$ cat src/rtl/hsswr_pkg.sv
// Package: shared types, codes and reset values for the single-wire sensor reader.
`timescale 1ns / 1ps
package hsswr_pkg;

  localparam int FRAME_BITS_DEF = 41;
  localparam int FRAME_W        = 40;
  localparam int RETRY_W        = 10;
  localparam int MS_W           = 16;
  localparam int CFG_IDX_W      = 3;
  localparam int CFG_DATA_W     = 16;
  localparam int HUM_W          = 15;
  localparam int TEMP_W         = 16;

  localparam logic [1:0] ACT_SAMPLE = 2'd0;
  localparam logic [1:0] ACT_MS     = 2'd1;
  localparam logic [1:0] ACT_START  = 2'd2;

  localparam logic [2:0] ST_OK        = 3'd0;
  localparam logic [2:0] ST_TOO_QUICK = 3'd1;
  localparam logic [2:0] ST_BUS_HUNG  = 3'd2;
  localparam logic [2:0] ST_ABSENT    = 3'd3;
  localparam logic [2:0] ST_ACK_LONG  = 3'd4;
  localparam logic [2:0] ST_SYNC      = 3'd5;
  localparam logic [2:0] ST_DATA_TO   = 3'd6;
  localparam logic [2:0] ST_CHECKSUM  = 3'd7;

  localparam logic [2:0] REG_MIN_INTERVAL = 3'd0;
  localparam logic [2:0] REG_START_PULSE  = 3'd1;
  localparam logic [2:0] REG_BIT_THRESH   = 3'd2;
  localparam logic [2:0] REG_IDLE_HIGH    = 3'd3;
  localparam logic [2:0] REG_ACK_START    = 3'd4;
  localparam logic [2:0] REG_ACK_END      = 3'd5;
  localparam logic [2:0] REG_SYNC         = 3'd6;
  localparam logic [2:0] REG_BIT_HIGH     = 3'd7;

  localparam logic [15:0] RST_MIN_INTERVAL = 16'd2000;
  localparam logic [9:0]  RST_START_PULSE  = 10'd550;
  localparam logic [7:0]  RST_BIT_THRESH   = 8'd11;
  localparam logic [7:0]  RST_IDLE_HIGH    = 8'd125;
  localparam logic [7:0]  RST_ACK_START    = 8'd25;
  localparam logic [7:0]  RST_ACK_END      = 8'd50;
  localparam logic [7:0]  RST_SYNC         = 8'd35;
  localparam logic [7:0]  RST_BIT_HIGH     = 8'd50;

  typedef enum logic [2:0] {
    PH_IDLE      = 3'd0,
    PH_WAIT_HIGH = 3'd1,
    PH_PULSE     = 3'd2,
    PH_ACK_START = 3'd3,
    PH_ACK_END   = 3'd4,
    PH_SYNC      = 3'd5,
    PH_BIT_HIGH  = 3'd6
  } phase_t;

  typedef struct packed {
    logic                     csum_ok;
    logic [HUM_W-1:0]         humidity;
    logic signed [TEMP_W-1:0] temperature;
  } frame_dec_t;

endpackage

$ cat src/rtl/humidity_sensor_single_wire_reader.sv
// Top level: single-wire humidity and temperature sensor reader.
// Each input item (sample tick, millisecond tick or start request) yields exactly one
// registered result in the cycle after its transfer; while in_stall is low a new item is
// taken every cycle. The only limit on rate is the single output register: while a result
// waits under out_stall, in_stall is raised. A read runs as a phase sequencer stepped by
// sample ticks with a retry counter per phase; after FRAME_BITS data bits the last 40 form
// the frame, decoded with checksum on the item that ends the read.
`timescale 1ns / 1ps
module humidity_sensor_single_wire_reader #(
  parameter int FRAME_BITS = hsswr_pkg::FRAME_BITS_DEF
) (
  input  logic                                 clk,
  input  logic                                 rst_n,
  input  logic                                 in_valid,
  output logic                                 in_stall,
  input  logic [1:0]                           in_action,
  input  logic                                 in_line_level,
  output logic                                 out_valid,
  input  logic                                 out_stall,
  output logic                                 out_drive_low,
  output logic                                 out_busy_res,
  output logic                                 out_done_res,
  output logic [2:0]                           out_status,
  output logic [hsswr_pkg::HUM_W-1:0]          out_humidity,
  output logic signed [hsswr_pkg::TEMP_W-1:0]  out_temperature,
  input  logic                                 cfg_valid,
  output logic                                 cfg_ready,
  input  logic [hsswr_pkg::CFG_IDX_W-1:0]      cfg_index,
  input  logic [hsswr_pkg::CFG_DATA_W-1:0]     cfg_data
);
  import hsswr_pkg::*;

  localparam int BIT_W = $clog2(FRAME_BITS + 1);

  logic [15:0] min_interval_r;
  logic [9:0]  start_pulse_r;
  logic [7:0]  bit_thresh_r;
  logic [7:0]  idle_high_r;
  logic [7:0]  ack_start_r;
  logic [7:0]  ack_end_r;
  logic [7:0]  sync_lim_r;
  logic [7:0]  bit_high_r;

  phase_t             phase_r, phase_nxt;
  logic [RETRY_W-1:0] retry_r, retry_nxt, retry_inc;
  logic [BIT_W-1:0]   bit_r, bit_nxt;
  logic [FRAME_W-1:0] frame_r, frame_nxt;
  logic [MS_W-1:0]    ms_r, ms_nxt;

  logic               bit_val;
  logic [FRAME_W-1:0] frame_shift;

  logic               done_nxt;
  logic [2:0]         status_nxt;
  logic               use_frame;
  frame_dec_t         dec;

  logic                     out_valid_r;
  logic                     drive_low_r, drive_low_nxt;
  logic                     busy_r, busy_nxt;
  logic                     done_r;
  logic [2:0]               status_r;
  logic [HUM_W-1:0]         hum_r, hum_nxt;
  logic signed [TEMP_W-1:0] temp_r, temp_nxt;

  logic accept;

  assign in_stall    = out_valid_r & out_stall;
  assign accept      = in_valid & ~in_stall;
  assign cfg_ready   = 1'b1;
  assign retry_inc   = retry_r + RETRY_W'(1);
  assign bit_val     = (retry_inc > {2'b00, bit_thresh_r});
  assign frame_shift = {frame_r[FRAME_W-2:0], bit_val};

  hsswr_frame_decode u_decode (
    .frame (frame_shift),
    .dec   (dec)
  );

  always_ff @(posedge clk) begin
    if (!rst_n) begin
      min_interval_r <= RST_MIN_INTERVAL;
      start_pulse_r  <= RST_START_PULSE;
      bit_thresh_r   <= RST_BIT_THRESH;
      idle_high_r    <= RST_IDLE_HIGH;
      ack_start_r    <= RST_ACK_START;
      ack_end_r      <= RST_ACK_END;
      sync_lim_r     <= RST_SYNC;
      bit_high_r     <= RST_BIT_HIGH;
    end else if (cfg_valid && cfg_ready) begin
      unique case (cfg_index)
        REG_MIN_INTERVAL: min_interval_r <= cfg_data;
        REG_START_PULSE:  start_pulse_r  <= cfg_data[9:0];
        REG_BIT_THRESH:   bit_thresh_r   <= cfg_data[7:0];
        REG_IDLE_HIGH:    idle_high_r    <= cfg_data[7:0];
        REG_ACK_START:    ack_start_r    <= cfg_data[7:0];
        REG_ACK_END:      ack_end_r      <= cfg_data[7:0];
        REG_SYNC:         sync_lim_r     <= cfg_data[7:0];
        REG_BIT_HIGH:     bit_high_r     <= cfg_data[7:0];
        default: ;
      endcase
    end
  end

  // Next state for one item
  always_comb begin
    phase_nxt  = phase_r;
    retry_nxt  = retry_r;
    bit_nxt    = bit_r;
    frame_nxt  = frame_r;
    ms_nxt     = ms_r;
    done_nxt   = 1'b0;
    status_nxt = ST_OK;
    use_frame  = 1'b0;
    if (in_action == ACT_MS) begin
      if (ms_r != {MS_W{1'b1}}) begin
        ms_nxt = ms_r + MS_W'(1);
      end
    end else if (in_action == ACT_START) begin
      if (phase_r == PH_IDLE) begin
        if (ms_r < min_interval_r) begin
          done_nxt   = 1'b1;
          status_nxt = ST_TOO_QUICK;
          retry_nxt  = '0;
        end else begin
          ms_nxt    = '0;
          phase_nxt = PH_WAIT_HIGH;
          retry_nxt = '0;
          bit_nxt   = '0;
          frame_nxt = '0;
        end
      end
    end else if (in_action == ACT_SAMPLE && phase_r != PH_IDLE) begin
      retry_nxt = retry_inc;
      unique case (phase_r)
        PH_WAIT_HIGH: begin
          if (in_line_level) begin
            phase_nxt = PH_PULSE;
            retry_nxt = '0;
          end else if (retry_inc > {2'b00, idle_high_r}) begin
            done_nxt   = 1'b1;
            status_nxt = ST_BUS_HUNG;
          end
        end
        PH_PULSE: begin
          if (retry_inc >= start_pulse_r) begin
            phase_nxt = PH_ACK_START;
            retry_nxt = '0;
          end
        end
        PH_ACK_START: begin
          if (in_line_level) begin
            phase_nxt = PH_ACK_END;
            retry_nxt = '0;
          end else if (retry_inc > {2'b00, ack_start_r}) begin
            done_nxt   = 1'b1;
            status_nxt = ST_ABSENT;
          end
        end
        PH_ACK_END: begin
          if (!in_line_level) begin
            phase_nxt = PH_SYNC;
            retry_nxt = '0;
          end else if (retry_inc > {2'b00, ack_end_r}) begin
            done_nxt   = 1'b1;
            status_nxt = ST_ACK_LONG;
          end
        end
        PH_SYNC: begin
          if (in_line_level) begin
            phase_nxt = PH_BIT_HIGH;
            retry_nxt = '0;
          end else if (retry_inc > {2'b00, sync_lim_r}) begin
            done_nxt   = 1'b1;
            status_nxt = ST_SYNC;
          end
        end
        PH_BIT_HIGH: begin
          if (!in_line_level) begin
            frame_nxt = frame_shift;
            bit_nxt   = bit_r + BIT_W'(1);
            retry_nxt = '0;
            if (bit_nxt >= BIT_W'(FRAME_BITS)) begin
              done_nxt   = 1'b1;
              use_frame  = 1'b1;
              status_nxt = dec.csum_ok ? ST_OK : ST_CHECKSUM;
            end else begin
              phase_nxt = PH_SYNC;
            end
          end else if (retry_inc > {2'b00, bit_high_r}) begin
            done_nxt   = 1'b1;
            status_nxt = ST_DATA_TO;
          end
        end
        default: begin
          phase_nxt = PH_IDLE;
          retry_nxt = '0;
        end
      endcase
      if (done_nxt) begin
        phase_nxt = PH_IDLE;
        retry_nxt = '0;
      end
    end
  end

  // Result fields
  always_comb begin
    drive_low_nxt = (phase_nxt == PH_PULSE);
    busy_nxt      = (phase_nxt != PH_IDLE);
    hum_nxt       = use_frame ? dec.humidity : '0;
    temp_nxt      = use_frame ? dec.temperature : '0;
  end

  always_ff @(posedge clk) begin
    if (!rst_n) begin
      phase_r     <= PH_IDLE;
      retry_r     <= '0;
      bit_r       <= '0;
      frame_r     <= '0;
      ms_r        <= '0;
      out_valid_r <= 1'b0;
    end else begin
      if (accept) begin
        phase_r <= phase_nxt;
        retry_r <= retry_nxt;
        bit_r   <= bit_nxt;
        frame_r <= frame_nxt;
        ms_r    <= ms_nxt;
      end
      if (accept) begin
        out_valid_r <= 1'b1;
      end else if (!out_stall) begin
        out_valid_r <= 1'b0;
      end
    end
  end

  always_ff @(posedge clk) begin
    if (accept) begin
      drive_low_r <= drive_low_nxt;
      busy_r      <= busy_nxt;
      done_r      <= done_nxt;
      status_r    <= status_nxt;
      hum_r       <= hum_nxt;
      temp_r      <= temp_nxt;
    end
  end

  assign out_valid       = out_valid_r;
  assign out_drive_low   = drive_low_r;
  assign out_busy_res    = busy_r;
  assign out_done_res    = done_r;
  assign out_status      = status_r;
  assign out_humidity    = hum_r;
  assign out_temperature = temp_r;

endmodule

$ cat src/rtl/hsswr_frame_decode.sv
// Frame decode: checksum check, humidity and sign-magnitude temperature.
`timescale 1ns / 1ps
module hsswr_frame_decode (
  input  logic [hsswr_pkg::FRAME_W-1:0] frame,
  output hsswr_pkg::frame_dec_t         dec
);
  import hsswr_pkg::*;

  logic [15:0] hraw;
  logic [15:0] traw;
  logic [7:0]  csum;
  logic [7:0]  sum;

  assign hraw = frame[39:24];
  assign traw = frame[23:8];
  assign csum = frame[7:0];
  assign sum  = hraw[15:8] + hraw[7:0] + traw[15:8] + traw[7:0];

  always_comb begin
    dec.csum_ok  = (sum == csum);
    dec.humidity = hraw[HUM_W-1:0];
    if (traw[15]) begin
      dec.temperature = -$signed({1'b0, traw[14:0]});
    end else begin
      dec.temperature = $signed(traw);
    end
  end

endmodule

$ cat config.mk
export PLATFORM = sky130hd
export DESIGN_NAME = humidity_sensor_single_wire_reader
export DESIGN_NICKNAME = d
export VERILOG_FILES = /design/src/rtl/hsswr_pkg.sv /design/src/rtl/humidity_sensor_single_wire_reader.sv /design/src/rtl/hsswr_frame_decode.sv
export SDC_FILE = /design/constraint.sdc
export NUM_CORES = 1
export LEC_CHECK = 0
export BUFFER_PORTS_ARGS = -buffer_cell sky130_fd_sc_hd__buf_2
export CORE_UTILIZATION = 51
export CTS_BUF_LIST = sky130_fd_sc_hd__clkbuf_4
export DETAILED_ROUTE_END_ITERATION = 6
export PLACE_DENSITY_LB_ADDON = 0.1
export SYNTH_ARGS = -nofsm -noshare
export SYNTH_HDL_FRONTEND = slang
export SYNTH_SLANG_ARGS = --single-unit
$ cat constraint.sdc
create_clock -name clk -period 7.9 [get_ports clk]
set_input_delay 0.79 -clock clk [delete_from_list [all_inputs] [get_ports clk]]
set_output_delay 0.79 -clock clk [all_outputs]
set_load 0.02 [all_outputs]
# Word-level counts from Yosys, hierarchy flattened
# Index checks and enable logic that the tools add are counted.
# W data, S select, Z words.
# word_totals
output_inout_bits,40
reg_bits,186
word_cells,172
inputBits,27
# classes
reduce_logical,24
n_mux,83
magnitude_cmp,9
add_sub_neg,7
n_eq_ne,24
bitwise_logic,4
# op_table
operator,count
$mux W39,6
$mux W16,5
$mux W10,7
$mux W3,23
$gt A10 B8 Y1,6
$mux W6,6
$pmux W10 S3,1
$mux W1,27
$add A8 B8 Y8,3
$eq A3 B3 Y1 const B,7
$pmux W3 S6,1
$reduce_and A2 Y1,9
$add A16 B1 Y16 const B,1
$lt A16 B16 Y1,1
$ne A16 B16 Y1 const B,1
$neg A15 Y16,1
$eq A3 B2 Y1 const B,5
$mux W15,1
$pmux W3 S5,1
$add A10 B1 Y10 const B,1
$ge A10 B10 Y1,1
$eq A8 B8 Y1,1
$mux W2,4
$ne A2 B1 Y1 const B,4
19 further kinds,28

# Logic depth before layout (Yosys ltp)
# logic_depth
depth_word,13
mapped_depth,15
mapped_depth_nobuf,14

# Cells and area by module
# Synthesis repeated with hierarchy kept, for this count alone.
# hier_totals
hier_cells,1229
area_unflattened_um2,10908.0
# by_module_without_submodules
mod,cells_each,seq_area_each_um2,n_inst,area_per_inst_um2
humidity_sensor_single_wire_reader,1104,4093.9,1,9814.4
hsswr_frame_decode,125,0.0,1,1093.5

# Worst setup path before layout
# No wires, ideal clock.
# synth_path
path_kind,reg-to-reg
startpoint,register frame_r[8]
endpoint,register status_r[0] (netlist: out_status[0]) (data pin)
t_required_ns,7.637
path_buffers,0
arrival_ns,3.259
path_slack_ns,4.378
setup_ns,0.263
period_less_slack_ns,3.522
path_stages_with_launch,15
path_cell_list,dfxtp_1 -> fa_1 -> inv_1 -> fa_1 -> inv_1 -> ha_1 -> fa_1 -> a21o_1 -> a21o_1 -> a21o_1 -> a21oi_1 -> xnor2_1 -> nor3_1 -> a31o_2 -> o211ai_2
# synth_via
elab_chain_cells,8
# synth_lines
element,line,source
from (decl),humidity_sensor_single_wire_reader.sv:47,"logic [FRAME_W-1:0] frame_r, frame_nxt;"
from (signal assigned),humidity_sensor_single_wire_reader.sv:228,frame_r <= frame_nxt;
$add A8 B8 Y8,hsswr_frame_decode.sv:17,assign sum = hraw[15:8] + hraw[7:0] + traw[15:8] + traw[7:0];
$eq A8 B8 Y1,hsswr_frame_decode.sv:20,dec.csum_ok = (sum == csum);
$mux W3,humidity_sensor_single_wire_reader.sv:186,status_nxt = dec.csum_ok ? ST_OK : ST_CHECKSUM;
$mux W3,humidity_sensor_single_wire_reader.sv:183,if (bit_nxt >= BIT_W'(FRAME_BITS)) begin
$mux W3,humidity_sensor_single_wire_reader.sv:179,if (!in_line_level) begin
$pmux W3 S5,humidity_sensor_single_wire_reader.sv:135,unique case (phase_r)
$mux W3,humidity_sensor_single_wire_reader.sv:133,end else if (in_action == ACT_SAMPLE && phase_r != PH_IDLE) begin
$mux W3,humidity_sensor_single_wire_reader.sv:119,end else if (in_action == ACT_START) begin
to (signal assigned),humidity_sensor_single_wire_reader.sv:244,status_r <= status_nxt;
to (decl),humidity_sensor_single_wire_reader.sv:62,logic [2:0] status_r;
# Every way passes these cells.
# A chain may end at the register's enable or synchronous reset.

# Final worst setup path
# layout_path
startpoint,register retry_r[0]
endpoint,register retry_r[0]
# layout_via
elab_chain_cells,11
elab_cells_between_ends,28
classes_between,1 x add/sub; 6 x order compare; 21 x mux
# layout_lines
element,line,source
from (decl),humidity_sensor_single_wire_reader.sv:45,"logic [RETRY_W-1:0] retry_r, retry_nxt, retry_inc;"
from (signal assigned),humidity_sensor_single_wire_reader.sv:226,retry_r <= retry_nxt;
$add A10 B1 Y10 (*),humidity_sensor_single_wire_reader.sv:71,assign retry_inc = retry_r + RETRY_W'(1);
$gt A10 B8 Y1 (on tied branches),n/a,
$mux W1 (on tied branches) (2 in a row),n/a,
$pmux W1 S5,humidity_sensor_single_wire_reader.sv:135,
$mux W1,humidity_sensor_single_wire_reader.sv:133,
$mux W1,humidity_sensor_single_wire_reader.sv:119,
$mux W1,humidity_sensor_single_wire_reader.sv:115,if (in_action == ACT_MS) begin
$mux W10 (*),humidity_sensor_single_wire_reader.sv:200,if (done_nxt) begin
$mux W10 (*),humidity_sensor_single_wire_reader.sv:133,
$mux W10 (*),humidity_sensor_single_wire_reader.sv:119,
# Mark *: on every way between the ends. The rest lies on a longest branch, timed or not. The select of a mux whose other input is x is not followed.

==> metrics.txt <==
Final Cycle Share=approximately 56%; pre-CTS setup slack=approximately 3500 ps; I/O Buffers=between 60 and 70; DR WL/cell=16.1 um; area delta synth->final=7.41%; share of the yosys chip area belonging to registers=around two fifths; critical path peak fanout=13; share of cells above drive strength 1=roughly a tenth; CTS buffer count=17; reg-to-reg slack, setup=3470 ps; Worst setup EP type=flop; unique cell type count in the Yosys netlist=71; minimum clock period after layout=between 4000 and 5000 ps; status=finished, final reports clean; nets@finish=approximately 1400; Post-Route WL=24700 um; hold crit path type=input port to flop; multi-input logic area=5970 um^2; cells on worst reg2reg path=12; Bufs on Longest Clock Path=2; Mapped Area=between 10000 and 15000 um^2; top cells by area, synth=dfxtp_1, ha_1, edfxtp_1; DRC viols=0; clock network power share=about 33%; Max Clk Rate=between 200 and 250 MHz; setup TNS=0 ps; Hold Path End=out_valid; # rows=52; CP required=around 8400 ps; largest net degree at the start of global routing=~80; WHS Path Cells=2; worst hold slack=a little over 400 ps; combinational cell fraction of total power=~8.0%; EDFF count, synth=37; Net Sw Power=~0.48 mW; Worst-Skew Late Latency=610 ps; GRT Total Usage=23.9%; top cell type's share of synthesized area=about 28%; area leader, netlist=dfxtp_1; CTS tree=built; Ys Warns=0; CTS clk-pin slew, worst paths=approximately 160 ps; DR vias/cell=approximately 5.5; maximum vdd drop=around 0.1 mV; Resized Gates After CTS=0; Main synth FF type=dfxtp_1; clock skew=about 24 ps; Mapped Cells=1220; FF-to-FF End=retry_r[0]; H-Tree Depth=4; postcts setup bufs=0; chip height=around 150 um; Avg Cell Area, Syn=~8.8 um^2; pwr/cell area=between 100 and 150 nW/um^2; cell-internal power=1.21 mW; RSZ-0062 raised after global routing=no; switching portion of total power=28.5%; Hold Buf Count CTS=0; Finish-stage setup viols=0; total gr overflow=0; Core ar.=between 20000 and 25000 um^2; Lkg Pwr=between 4 and 5 nW; R2R Path Start=retry_r[0]; antenna violations before repair=1; Max Cap Viol=0; Die X=about 150 um; worst slew pin tran=between 1000 and 1500 ps; Final Max Tran Viols=0; final setup margin=approximately 3500 ps; hold path start=in_valid; die area=between 20000 and 25000 um^2; part of the power in registers=around three fifths; HPWL after DPL=~18000 um; Worst EP arrival=roughly 4900 ps; register area=4090 um^2; TritonRoute pass-1 iters=5; Sink Count=approximately 190; via count=8527; Max-slew headroom=approximately a quarter; Yosys reg bits=186; Root Buffer=clkbuf_4; # IOs=67; Starting Density=between 50 and 60%; Iter 0 DRT Violations=just under 600; CP Launch Type=flop; GPL Wtd Cong=0.883; vias in the first global route=~7900; async set-reset flop share out of synthesis=0%; Layout Utilization=between 50 and 60%; endpoints failing hold=0; fillers=1897; syn_nets=between 1000 and 1500; first-pass GRT wire length=~41000 um; CP Class=flop to flop; antenna-violating nets left=0
==> state kept, by name, indices dropped and copies added (netlist names) <==
signal and cells:
frame_r 39, min_interval_r 16, ms_r 16, out_temperature 16
out_humidity 15, retry_r 10, start_pulse_r 10, ack_end_r 8
ack_start_r 8, bit_high_r 8, bit_thresh_r 8, idle_high_r 8
sync_lim_r 8, bit_r 6, out_status 3, phase_r 3
out_busy_res 1, out_done_res 1, out_drive_low 1, out_valid 1
==> critical path, stage by stage, from the launching register on <==
cell and delay (ps):
dfxtp_1 750, ha_1 390, nand3_1 120, xnor2_1 800
ha_1 390, and4_1 200, o21ai_0 70, a31oi_1 160
nand4_1 140, o211ai_2 130, a41oi_2 530, nand3_1 370
o41ai_2 280
==> metal layers <==
metal / vias up / wire length, um / GRT usage, %
met5: - / 0 / 0
met4: 0 / 307 / 5.73
met3: 23 / 1160 / 4.09
met2: 199 / 11000 / 37.8
met1: 3987 / 12300 / 33.8
li1: 4318 / - / -
==> power groups by stage <==
stage / Sequential (mW) / Combinational, mW / Clock (mW)
finish: 0.997 / 0.135 / 0.555
global route: 1.00 / 0.147 / 0.604
CTS: 0.998 / 0.134 / 0.571
floorplan: 1.03 / 0.0794 / 0
detailed placement: 1.02 / 0.133 / 0
global placement: 1.02 / 0.132 / 0
==> through the flow <==
| step | area [um^2] | std cells | total power [mW] |
|---|---|---|---|
| 2_1_floorplan | 10700 | 1220 | 1.11 |
| 3_3_place_gp | 11200 | 1508 | 1.15 |
| 3_5_place_dp | 11200 | 1508 | 1.15 |
| 4_1_cts | 11500 | 1540 | 1.70 |
| 5_1_grt | 11500 | 1541 | 1.75 |
| 6_report | 11500 | 1541 | 1.69 |
==> Yosys cell counts (36+ instances only) <==
cell type and number:
a21boi_0 49, a22oi_1 41, dfxtp_1 149, edfxtp_1 37
ha_1 89, inv_1 96, nand2_1 195, nand3_1 36
nor2_1 70, nor2b_1 57, o211ai_1 36, o21ai_0 37
==> cell type report <==
type	count	share of cell area, %
inverters	96	3.14
clock buffers	17	1.11
multi-input cells	882	52.1
well taps	270	2.95
repair buffers	74	3.45
clock inverters	15	1.53
flip-flops and latches	186	35.7
diodes	1	0.0218
==> cells in the final DEF (no fill, tap or decap), drive strengths merged, types with 6 or more instances in the layout <==
| cell type | count |
|---|---|
| nand2 | 195 |
| dfxtp | 149 |
| inv | 103 |
| ha | 89 |
| buf | 74 |
| nor2 | 70 |
| nor2b | 57 |
| a21boi | 49 |
| o21ai | 44 |
| a22oi | 41 |
| o211ai | 38 |
| edfxtp | 37 |
| nand3 | 37 |
| xnor2 | 34 |
| a21oi | 27 |
| xor2 | 19 |
| and2 | 18 |
| clkbuf | 17 |
| nor3 | 16 |
| fa | 14 |
| nand4 | 13 |
| nand2b | 12 |
| and3 | 10 |
| nor4 | 10 |
| o21a | 9 |
| a41oi | 9 |
| a21o | 8 |
| or3 | 7 |
| a31oi | 6 |
==> cell families (layout without fill, tap and decap cells) <==
| group | after synthesis | after routing | share of synthesized area (%) |
|---|---|---|---|
| and+or+nand+nor | 459 | 459 | 20.5 |
| AOI/OAI and AO/OA | 264 | 264 | 17.8 |
| DFF | 186 | 186 | 38.3 |
| buffers and inverters | 152 | 202 | 5.78 |
| adders and majority gates | 103 | 103 | 13.1 |
| xor gates and xnor gates | 53 | 53 | 4.35 |
| muxes | 2 | 2 | 0.199 |
| other | 1 | 2 | 0.0351 |
==> worst max-delay path by stage <==
stage,from,slack [ps],cells after the start,end
2_1_floorplan,frame_r[8],4380,14,out_status[0]
3_3_place_gp,retry_r[0],3630,11,retry_r[0]
3_5_place_dp,retry_r[0],3520,12,retry_r[0]
4_1_cts,retry_r[0],3470,12,retry_r[0]
5_1_grt,retry_r[0],2980,11,retry_r[0]
6_report,retry_r[0],3470,12,retry_r[0]
Power figures use the tool's default switching activity.
